<file path="config.mk">
export PLATFORM = sky130hd
export DESIGN_NAME = wewa_ram
export DESIGN_NICKNAME = d
export VERILOG_FILES = /design/src/hdl/wewa_ram.sv
export SDC_FILE = /design/constraint.sdc
export NUM_CORES = 1
export LEC_CHECK = 0
export BUFFER_PORTS_ARGS = -buffer_cell sky130_fd_sc_hd__buf_2
export CORE_ASPECT_RATIO = 0.75
export CORE_MARGIN = 3
export CORE_UTILIZATION = 30
export CTS_BUF_LIST = sky130_fd_sc_hd__clkbuf_4 sky130_fd_sc_hd__clkbuf_8
export DETAILED_ROUTE_END_ITERATION = 6
export GPL_ROUTABILITY_DRIVEN = 1
export REMOVE_ABC_BUFFERS = 1
export SLEW_MARGIN = 20
export SYNTH_ARGS = -nofsm -noshare
export SYNTH_HDL_FRONTEND = slang
export SYNTH_SLANG_ARGS = --single-unit
</file>
<file path="constraint.sdc">
create_clock -name clk -period 4.71 [get_ports clk]
set_clock_uncertainty 0.2 [all_clocks]
set_input_delay 0.471 -clock clk [delete_from_list [all_inputs] [get_ports clk]]
set_output_delay 0.471 -clock clk [all_outputs]
set_load 0.02 [all_outputs]
</file>
<file path="src/hdl/wewa_ram.sv">
// Generic single-write, single-read RAM with registered read data.
`default_nettype none

module wewa_ram #(
	parameter int WIDTH = 8,
	parameter int DEPTH = 16
) (
	input  wire logic                             clk,
	input  wire logic                             we,
	input  wire logic [$clog2(DEPTH)-1:0]         waddr,
	input  wire logic [WIDTH-1:0]                 wdata,
	input  wire logic [$clog2(DEPTH)-1:0]         raddr,
	output logic      [WIDTH-1:0]                 rdata
);

	logic [WIDTH-1:0] mem_q [DEPTH];

	always_ff @(posedge clk) begin
		if (we) begin
			mem_q[waddr] <= wdata;
		end
		rdata <= mem_q[raddr];
	end

endmodule

`default_nettype wire

</file>
# == Word level (Yosys, flattened, before mapping) ==
# Memory sizes are Yosys's and may differ from the RTL's. A register that Yosys moved wholly into a read port is not among the register bits.
# Cells that the tools add are included.
# word_totals
ff_bits,0
mem_bits_rw,128
in_bits,18
output_inout_bits,8
wordCells,3
n_memories,1
# mem_list
memory,depth,word_bits,rd,rd_clocked_by_memory_dff,wr,line_no,rtl
mem_q,16,8,1,1,1,16,logic [WIDTH-1:0] mem_q [DEPTH];
# classes
mux,2
# ops
cell,count
1-bit 2-to-1 mux,2

# == Depth between registers and ports, before layout ==
# logic_depth
ltp_word,2
ltp_mapped,5
depth_no_buf,3

# == Worst setup path before layout ==
# No wires, ideal clock.
# synth_path
kind,in2reg
start,input port waddr[2]
end,memory mem_q[0][0] (enable)
setup_ns,0.383
t_arrival_ns,1.581
required_ns,4.127
setup_slack_ns,2.546
stages,2
path_buffers,0
path_cell_list,or3b_2 > nor3_1
# synth_rtl
item,line_no,rtl
from (decl),10,"input wire logic [$clog2(DEPTH)-1:0] waddr,"
to (decl),16,
# No word-level cell before the write port.

# == Final worst setup path ==
# layout_path
start,input port waddr[2]
end,memory mem_q[3][2] (enable)
# No word-level cell before the write port.

==> results.md <==
* Max Cap Viol at 0
* Mapped cell area at about 5000 sq um
* Final setup fails at 0
* Via/cell ratio at about 4.8
* Synth cell count leaders: edfxtp_1 (128), mux4_2 (18), a22oi_1 (16), mux4_1 (14), nor2_1 (13)
* CTS Root Cell: clkbuf_8
* CP peak stage delay at around 0.73 ns
* Drt pass-1 iters at 5
* Crit-path max FO at 8
* Post-synth ARST share at 0
* Critical Path RT at ~4.6 ns
* Skew-Pair Late Insertion Delay at approximately 0.43 ns
* Cts bufs inserted at 17
* Crit-path slowest cell: nor2_1
* Area contributors post-synth: edfxtp_1 (75%), mux4_2 (7.9%), mux4_1 (7.1%)
* Drt wl/cell at 20.5 microns
* Synthesis Warnings at 0
* Final period util at 0.422
* Die W at about 160 microns
* Core area at around 16000 sq um
* Kind of critical path: in -> reg
* Vias in the first global route at between 2000 and 2500
* Most common cell in the synthesized netlist: edfxtp_1
* Top FF cell, synth: edfxtp_1
* Sequential power share at 0.557
* Layout cells sized above 1 at 0.283
* # Post-CTS Setup Buffers at 0
* Final Hold Viols at 0
* Cells after synthesis at between 200 and 250
* Largest net degree at the start of global routing at 33
* Cell breakdown of the critical path: buf_2 > or3b_2 > nor2_1
* Post-place setup slack at between 2 and 2.5 ns
* Post-synthesis register bit count at 136
* Final wirelength at 10.0 mm
* Total I/O pin count at 26
* Worst EP arrival at between 1.5 and 2 ns
* Post-Route Setup TNS at 0 ns
* Clock edge transition at the registers on the reported setup and hold paths at around 0.070 ns
* LEAKAGE at ~1.9 nW
* CTS Hold Buffers Added at 0
* Worst-case vdd ir drop at around 0.00023 V
* Gr usage total at 0.113
* DRT iter0 DRCs at approximately 180
* Final Cell Area at ~5900 sq um
* PnR worst setup slack at ~2.7 ns
* Grt ovf at 0
* Worst Hold Class: in -> reg
* Cell Rows at 40
* Crit. End Element: register
* Area after DPL at 5480 sq um
* Fmax at 0.503 GHz
* Initial antenna violation count at 1
* FF-to-FF setup slack at 3.19 ns
* Rel. slew slack at 0.332
* Die area at ~19000 sq um
* Syn Area/Cell at about 22 sq um
* Clock power share at 0.391
* Seq/Total Area, Yosys at 0.778
* Tot Pwr at between 2 and 2.5 mW
* Layout area overhead at 14.2%
* Post-synth EDFFs at about 130
* CTS tree: built
* Routability cong. at just under 0.7
* Initial Utilization at 0.314
* Longest Clk Path Bufs at 2
* # nets final at between 200 and 300
* Sink Count at approximately 140
* Crit path launch type: input port
* Combinational Power Share at 0.052
* DIE HEIGHT at ~120 microns
* Pwr dens at slightly above 400 nW/um^2
* Port bufs at 25
* Worst Tran Pin Value at ~1.0 ns
* Cell taking the most area after synthesis: edfxtp_1
* Outcome: complete, no violations
* H-Tree Depth at 4
* Post-synth top area share at 0.747
* Synth cell types at 19
* Post-CTS sizing at 0
* Psw at approximately 0.52 mW
* Switching part of the total at 0.212
* RSZ-0062 raised after global routing: false
* Final min period at a little under 2 ns
* Routed via count at ~2300
* Slew Limit Fails at 0
* Global-route wire length before repair at approximately 15 mm
* Post-detail-place hpwl at about 6.4 mm
* ANT nets after route at 0
* DR DRC count at 0
* ANT cells at 0
* Pint at ~1.9 mW
-- cells by family (layout without fill, tap and decap cells) --
logic type,count (synthesis),count (layout),synth area share
flops,136,136,0.778
buf+inv,10,60,0.0168
mux,32,32,0.150
simple gates,35,35,0.0318
compound gates,16,16,0.0233
-- layer usage --
| metal | part of all wire | vias to the layer above | track usage |
|---|---|---|---|
| li1 | - | 1048 | - |
| met1 | 0.48 | 1217 | 0.163 |
| met2 | 0.46 | 60 | 0.162 |
| met3 | 0.055 | 8 | 0.0385 |
| met4 | 0.0070 | 2 | 0.0325 |
| met5 | 0.00090 | - | 0 |
-- state kept, by name (all words and copies together), names as in the netlist --
register	flops
mem_q	128
rdata	8
-- cell usage in the layout (no fill, tap or decap), drive strengths merged, types with 2 or more instances in the layout --
| master | synthesis | final |
|---|---|---|
| nor3 | 4 | 4 |
| nand2 | 9 | 9 |
| nand2b | 2 | 2 |
| bufinv | 0 | 3 |
| buf | 7 | 28 |
| mux4 | 32 | 32 |
| edfxtp | 128 | 128 |
| a22oi | 16 | 16 |
| nand3b | 2 | 2 |
| clkbuf | 0 | 18 |
| clkinv | 0 | 10 |
| nor2 | 13 | 13 |
| dfxtp | 8 | 8 |
-- layout make-up --
cell class | count | area, sq um
fillers | 1525 | 10500
flip-flops and latches | 136 | 4000
multi-input cells | 83 | 1060
clock inverters | 14 | 158
repair buffers | 28 | 150
clock buffers | 18 | 241
well taps | 210 | 263
-- worst max-delay path, delay by kind of cell --
family                 cells  cell delay, ns
AND/OR/NAND/NOR            2            1.25
buffers and inverters      1            0.12
-- worst paths after layout --
check,cells past startpoint,to,from
setup / recovery,3,mem_q[3][2],waddr[2]
hold / removal,1,mem_q[12][5],wdata[5]
hold reg to reg,3,rdata[5],mem_q[8][5]
setup reg to reg,3,rdata[5],mem_q[0][5]
-- stage by stage --
step,std cells,hold WS [ns],utilization
after floorplan,219,0.370,-
after global placement,457,0.456,0.334
after detailed placement,457,0.471,0.334
after CTS,489,0.206,0.358
after global routing,489,0.211,0.358
final,489,0.228,0.358
-- power groups by stage --
stage	combinational (mW)	sequential [mW]	clock [mW]
after global routing	0.138	1.36	1.03
after floorplan	0.0542	1.39	0
after CTS	0.129	1.36	0.972
after global placement	0.126	1.39	0
final	0.126	1.36	0.954
after detailed placement	0.129	1.39	0
(Power assumes the default switching activity.)
