`src/hdl/wewa_pkg.sv`:
```
// Shared constants, types and ring arithmetic for the windowed weighted pitch average.
`default_nettype none

package wewa_pkg;

	// Ring depth of the sample history.
	localparam int HISTORY_DEPTH = 16;
	localparam int SLOT_W        = (HISTORY_DEPTH > 1) ? $clog2(HISTORY_DEPTH) : 1;
	localparam int CNT_W         = $clog2(HISTORY_DEPTH + 1);

	// Field widths.
	localparam int IN_FREQ_W  = 20;
	localparam int FREQ_W     = 19;
	localparam int TIME_W     = 32;
	localparam int WIN_W      = 10;
	localparam int MINS_W     = 5;
	localparam int HELD_OUT_W = 5;
	localparam int CMP_W      = (CNT_W > MINS_W) ? CNT_W : MINS_W;

	// Configuration port.
	localparam int CFG_IDX_W  = 2;
	localparam int CFG_DATA_W = 10;
	localparam logic [CFG_IDX_W-1:0] REG_WINDOW_MS   = 2'd0;
	localparam logic [CFG_IDX_W-1:0] REG_MIN_SAMPLES = 2'd1;
	localparam logic [WIN_W-1:0]     WINDOW_RESET    = 10'd500;
	localparam logic [MINS_W-1:0]    MIN_RESET       = 5'd3;

	// Weight table: Q0.16 weights indexed by age in milliseconds.
	localparam int AGE_SPAN = 1024;
	localparam int AGE_W    = $clog2(AGE_SPAN);
	localparam int WT_W     = 16;
	localparam logic [WT_W-1:0] WT_MAX    = '1;
	localparam logic [31:0]     DECAY_Q32 = 32'd4286385946;

	// Accumulator widths.
	localparam int PROD_W = WT_W + FREQ_W;
	localparam int SUM_W  = PROD_W + CNT_W;
	localparam int TOT_W  = WT_W + CNT_W;
	localparam int QCNT_W = $clog2(FREQ_W + 1);

	typedef struct packed {
		logic [FREQ_W-1:0] freq;
		logic [TIME_W-1:0] stamp;
	} hist_t;

	localparam int HIST_W = $bits(hist_t);

	typedef struct packed {
		logic busy;
		logic done;
	} div_stat_t;

	typedef enum logic [3:0] {
		ST_IDLE,
		ST_AGE_RD,
		ST_AGE_CHK,
		ST_STORE,
		ST_SUM_RD,
		ST_SUM_AGE,
		ST_SUM_MUL,
		ST_SUM_ACC,
		ST_DIV_START,
		ST_DIV_WAIT,
		ST_DONE
	} wewa_state_t;

	// Ring position base + off, wrapped at the history depth.
	function automatic logic [SLOT_W-1:0] slot_add(input logic [SLOT_W-1:0] base,
			input logic [CNT_W-1:0] off);
		logic [CNT_W:0] s;
		s = (CNT_W+1)'(base) + (CNT_W+1)'(off);
		if (s >= (CNT_W+1)'(HISTORY_DEPTH)) begin
			s = s - (CNT_W+1)'(HISTORY_DEPTH);
		end
		return s[SLOT_W-1:0];
	endfunction

endpackage

`default_nettype wire

```
`src/hdl/wewa_div.sv`:
```
// Restoring divider producing one quotient bit per cycle.
`default_nettype none

module wewa_div (
	input  wire logic                        clk,
	input  wire logic                        arst_n,
	input  wire logic                        start,
	input  wire logic [wewa_pkg::SUM_W-1:0]  dividend,
	input  wire logic [wewa_pkg::TOT_W-1:0]  divisor,
	output logic      [wewa_pkg::FREQ_W-1:0] quotient,
	output wewa_pkg::div_stat_t              stat
);
	import wewa_pkg::*;

	logic              busy_q;
	logic              done_q;
	logic [QCNT_W-1:0] cnt_q;
	logic [TOT_W-1:0]  rem_q;
	logic [TOT_W-1:0]  div_q;
	logic [FREQ_W-1:0] lo_q;
	logic [FREQ_W-1:0] quo_q;
	logic [TOT_W:0]    trial;
	logic [TOT_W:0]    diff;
	logic              ge;

	// The quotient is known to fit FREQ_W bits, so the upper dividend bits
	// already form a partial remainder below the divisor.
	always_comb begin
		trial = {rem_q, lo_q[FREQ_W-1]};
		diff  = trial - {1'b0, div_q};
		ge    = trial >= {1'b0, div_q};
	end

	always_ff @(posedge clk or negedge arst_n) begin
		if (!arst_n) begin
			busy_q <= 1'b0;
			done_q <= 1'b0;
			cnt_q  <= '0;
		end else begin
			done_q <= 1'b0;
			if (start) begin
				busy_q <= 1'b1;
				cnt_q  <= QCNT_W'(FREQ_W);
			end else if (busy_q) begin
				cnt_q <= cnt_q - 1'b1;
				if (cnt_q == QCNT_W'(1)) begin
					busy_q <= 1'b0;
					done_q <= 1'b1;
				end
			end
		end
	end

	always_ff @(posedge clk) begin
		if (start) begin
			rem_q <= dividend[SUM_W-1:FREQ_W];
			lo_q  <= dividend[FREQ_W-1:0];
			div_q <= divisor;
			quo_q <= '0;
		end else if (busy_q) begin
			rem_q <= ge ? diff[TOT_W-1:0] : trial[TOT_W-1:0];
			lo_q  <= {lo_q[FREQ_W-2:0], 1'b0};
			quo_q <= {quo_q[FREQ_W-2:0], ge};
		end
	end

	assign quotient  = quo_q;
	assign stat.busy = busy_q;
	assign stat.done = done_q;

	a_no_restart: assert property (@(posedge clk) disable iff (!arst_n)
		busy_q |-> !start) else $error("divider started while busy");
	a_done_after_busy: assert property (@(posedge clk) disable iff (!arst_n)
		done_q |-> $past(busy_q)) else $error("divider done without work");
	a_done_ends_busy: assert property (@(posedge clk) disable iff (!arst_n)
		done_q |-> !busy_q) else $error("divider busy and done together");

endmodule

`default_nettype wire

```
`config.mk`:
```
export PLATFORM = sky130hd
export DESIGN_NAME = wewa_div
export DESIGN_NICKNAME = d
export VERILOG_FILES = /design/src/hdl/wewa_pkg.sv /design/src/hdl/wewa_div.sv
export SDC_FILE = /design/constraint.sdc
export NUM_CORES = 1
export LEC_CHECK = 0
export ABC_CLOCK_PERIOD_IN_PS = 3100
export BUFFER_PORTS_ARGS = -buffer_cell sky130_fd_sc_hd__buf_4
export CORE_MARGIN = 5
export CORE_UTILIZATION = 53
export CTS_BUF_LIST = sky130_fd_sc_hd__clkbuf_8
export DETAILED_ROUTE_END_ITERATION = 16
export PLACE_DENSITY_LB_ADDON = 0.15
export SLEW_MARGIN = 20
export SYNTH_ARGS = -nofsm -noshare
export SYNTH_HDL_FRONTEND = slang
export SYNTH_SLANG_ARGS = --single-unit
```
`constraint.sdc`:
```
create_clock -name clk -period 3.1 [get_ports clk]
set_clock_uncertainty 0.15 [all_clocks]
set_input_delay 0.465 -clock clk [delete_from_list [all_inputs] [get_ports clk]]
set_output_delay 0.465 -clock clk [all_outputs]
set_load 0.05 [all_outputs]
```
Yosys cells after proc, flatten, opt, wreduce, memory -nomap -nowiden:

Cells that the tools add are included.

* input port bits: 64
* logic and storage cells: 25
* output and inout bits: 21
* bits in registers: 87

* mux-type cells: 13
* reduce and logical (&&, ||, !) cells: 1
* equal/unequal tests: 1
* magnitude comparators: 1
* $add $sub $neg: 2

Operator list (number)
* 21-bit two-way mux: 3
* 19-bit two-way mux: 2
* 22-bit by 21-bit >= comparator with 1-bit output: 1
* 21-bit subtractor: 1
* 5-bit two-way mux: 2
* 1-bit two-way mux: 6
* 5-bit by 1-bit equality test with 1-bit output, second input constant: 1
* 5-bit by 1-bit subtractor with 5-bit output, second input constant: 1
* 2-bit nonzero test: 1

Longest topological paths before layout:

* depth after elaboration: 4
* gate-level depth with buffers: 12
* depth with buffers taken out: 11

Worst setup path after synthesis:

OpenSTA, ideal clock, no wires.

* path kind: register -> register
* start: reg lo_q[18]
* end: reg rem_q[7] (data pin)
* arrival time: 2.854 ns
* library setup time: 0.261 ns
* slack: -0.165 ns
* stages on the path, launching flop included: 12
* buffers on the path: 1
* data required time: 2.689 ns
* period minus slack after synthesis: 3.265 ns
* cell sequence: edfxtp_1 > inv_1 > ha_1 > inv_1 > fa_1 > a21o_1 > a31o_1 > a221o_1 > a311o_1 > a21bo_2 > buf_2 > o311a_1

* word-level cells in the longest chain between the ends: 4
* elaborated cells between the ends (all ways): 5
* classes of those cells: add/sub: 1; order compare: 1; mux: 3

RTL lines
* from (decl): line wewa_div.sv:20 `logic [FREQ_W-1:0] lo_q;`
* from (signal assigned): line wewa_div.sv:57 `lo_q <= dividend[FREQ_W-1:0];`
* from (signal assigned): line wewa_div.sv:62 `lo_q <= {lo_q[FREQ_W-2:0], 1'b0};`
* 21-bit subtractor or 22-bit by 21-bit >= comparator with 1-bit output (tied branches): line wewa_div.sv:30, wewa_div.sv:31
* 21-bit two-way mux (*): line wewa_div.sv:61 `rem_q <= ge ? diff[TOT_W-1:0] : trial[TOT_W-1:0];`
* 21-bit two-way mux (*): line wewa_div.sv:60 `end else if (busy_q) begin`
* 21-bit two-way mux (*): line wewa_div.sv:55 `if (start) begin`
* to (signal assigned): line wewa_div.sv:56 `rem_q <= dividend[SUM_W-1:FREQ_W];`
* to (signal assigned): line wewa_div.sv:61
* to (decl): line wewa_div.sv:18 `logic [TOT_W-1:0] rem_q;`

Every way passes the cells marked *; elsewhere a longest branch is shown, timed or not. The select of a mux whose other input is x is not followed.
A chain may end at the register's enable or synchronous reset.

Final worst setup path:

* start: reg lo_q[18]
* end: reg rem_q[0] (data pin)

The elaborated chain is that of the path after synthesis.

==> out/metrics.yaml <==
start_util_pct: 54.6
end_kind: "register"
num_rows: 34
die-area_mm2: 0.0110
period_share_pct: 102
worst_slew_pin_slew_ns: 0.565
die_w_um: 105
drive_above_1_share_pct: 29.3
synth_edf_count: 61
path_clk_slew_ns: 0.10
place_inst: 629
crit_family: "compound AO/OA/AOI/OAI gates"
violations: "setup timing"
p_leak_nw: 2.70
maxSlewViolCount: 0
core_area_mm2: 0.00876
crit_path_max_incr_delay_ns: 0.38
slew_headroom_pct: 62.3
cpMostUsedCell: "inv_2"
final_cells: 651
synth_warnings: 0
die_height_um: 105
synth_top_family_by_area: "compound AO/OA/AOI/OAI gates"
htree_levels: 3
totalWireLength_um: 10400
viasPerCell: 5.52
grt_overflow: 0
fin_nets: 626
cts_buffers: 9
grt_max_degree: 73
fmax_mhz: 315
grt_use_total_pct: 18.9
p_per_area_mw_per_mm2: 806
worst-setup-path-type: "reg2reg"
cts-root-buf: "clkbuf_8"
detail_route.drc_violations: 0
r2r_setup_slack_ns: -0.07
post-place-ws_ns: -0.0889
path_cells: "inv_2 -> ha_4 -> inv_2 -> fa_2 -> a21o_1 -> a31o_1 -> a221o_1 -> a311o_1 -> a21boi_4 -> buf_6 -> mux2i_1 -> mux2_4"
wl_per_cell_um: 15.9
worst_path_max_delay_cell: "edfxtp_1"
syn_inst: 439
yosys.area_share.adder_pct: 6.43
synth-seq-cells: 87
antenna_found_initial: 0
synth_area_per_cell_um2: 10.9
area.growth.synth_to_final_pct: 24.3
synth-compound-area-share_pct: 14.5
cts_buffer_depth: 2
io_buffers: 84
synthArstFlopShare_pct: 8.05
status: "complete, but fails checks"
place.detailed.hpwl_um: 7390
syn-cell-area_mm2: 0.00479
ir_drop_v: 0.000342
routed-via-count: 3594
grt_pass1_vias: 3641
cts_sinks: 87
cts_tree: "built"
setup_slack_ns: -0.0745
drtIter0Drc: 161
synth_mux_area_share_pct: 9.49
ioPinCount: 85
yosysSeqAreaShare_pct: 49.9
gp_congestion: 0.896
synth_cell_type_count: 61
dr.pass1.iters: 4
critical_path_required_ns: 3.07
arrival_ns: 3.14
yosys.area_share.simple_pct: 12.3
insertion_delay_ns: 0.37
synth.net_count: 527
synthFlopType: "edfxtp_1"
drv_cap: 0
antenna_left: 0
setup_viol: 9
min_period_ns: 3.17
synthXorXnorAreaFrac_pct: 2.93
rsz0062_at_grt: "yes"
critPathMaxFanout: 5
grt_pass1_wl_um: 17200
hold_viol_final: 0
insertedDiodeCount: 0
crit_path_start_kind: "register"
cp_num_buf_inv: 3
min_path_type: "in2reg"
==> sequential cells by signal, indices dropped and copies added, names as in the netlist <==
register and flops:
busy_q 1, rem_q 21, quotient 19, done_q 1, lo_q 19, cnt_q 5, div_q 21
==> repair_timing <==
action,CTS,global route
endpoints found under the hold margin,7,0
hold buffers,1,0
setup endpoints to repair,17,22
pin swaps,8,8
gates resized for setup,14,7
setup buffers,3,2
cloned,0,0
==> cell usage in the layout, fill, tap and decap left out, drive strengths merged, types with 8 or more instances in the layout <==
cell type,count
nor2,36
buf,110
edfxtp,61
mux2,19
mux2i,24
a21o,8
nor2b,8
nand2,29
ha,23
o21ai,20
a21oi,17
xnor2,9
clkbuf,9
inv,32
dfxtp,19
==> kinds of logic after synthesis <==
kind of cell,Yosys count
AOI/OAI and AO/OA,98
xor gates and xnor gates,16
adders and majority gates,24
buffers and inverters,52
DFF,87
muxes,43
and+or+nand+nor,119
==> report_power, final <==
part	internal [mW]	total (mW)	switching, mW
clock	0.383	0.820	0.437
sequential	1.50	1.62	0.115
combinational	1.10	2.36	1.26
total	2.98	4.79	1.81
==> final cells by class <==
type                            instances  area [µm²]
Tap cell                              108         135
Timing Repair Buffer                  111         876
Fill cell                             677        2820
Clock buffer                            9         124
Inverter                               29         109
Multi-Input combinational cell        300        2240
Clock inverter                          7        78.8
Sequential cell                        87        2390
==> Yosys cell counts, types with 8 or more instances <==
library cell	number	share of area, %
a21o_1	8	1.3
a21oi_1	17	1.8
clkbuf_1	13	1.0
dfxtp_1	19	7.9
edfxtp_1	61	38
ha_1	23	6.0
inv_1	29	2.3
mux2_2	19	4.5
mux2i_1	24	5.0
nand2_1	29	2.3
nor2_1	36	2.8
nor2b_1	8	1.0
o21ai_0	19	2.0
xnor2_1	9	1.6
==> per-layer routing <==
layer  vias to the layer above  global-route usage (%)  part of all wire (%)
met5                         -                       0                     0
met2                        85                    32.2                    50
met1                      1688                    24.1                    44
met4                         0                    5.21                   1.2
met3                        11                    4.32                   4.7
li1                       1810                       -                     -
==> worst paths after layout <==
path,start,to,depth (start not counted)
setup / recovery,lo_q[18]$_DFFE_PP_,rem_q[0]$_DFFE_PP_,12
hold / removal,divisor[10],div_q[10]$_DFFE_PP_,1
setup reg to reg,lo_q[18]$_DFFE_PP_,rem_q[0]$_DFFE_PP_,12
hold reg to reg,quotient[18]$_SDFFE_PP0P_,quotient[18]$_SDFFE_PP0P_,2
max in group asynchronous,arst_n,cnt_q[0]$_DFFE_PN0P_,2
min in group asynchronous,arst_n,cnt_q[1]$_DFFE_PN0P_,2
==> stage by stage <==
stage	hold slack (ns)	TNS [ns]	utilization [%]	cell area, µm²	power (mW)
after floorplan	0.0194	-0.0329	-	4800	3.16
after global placement	0.131	-0.369	64.3	5630	3.75
after detailed placement	0.132	-0.747	64.3	5630	3.80
after CTS	0.103	-0.840	67.4	5900	4.74
after global routing	0.0895	-2.56	67.9	5950	5.12
final	0.119	-0.342	67.9	5950	4.79
Note: power is estimated with default switching activity, not from simulation.
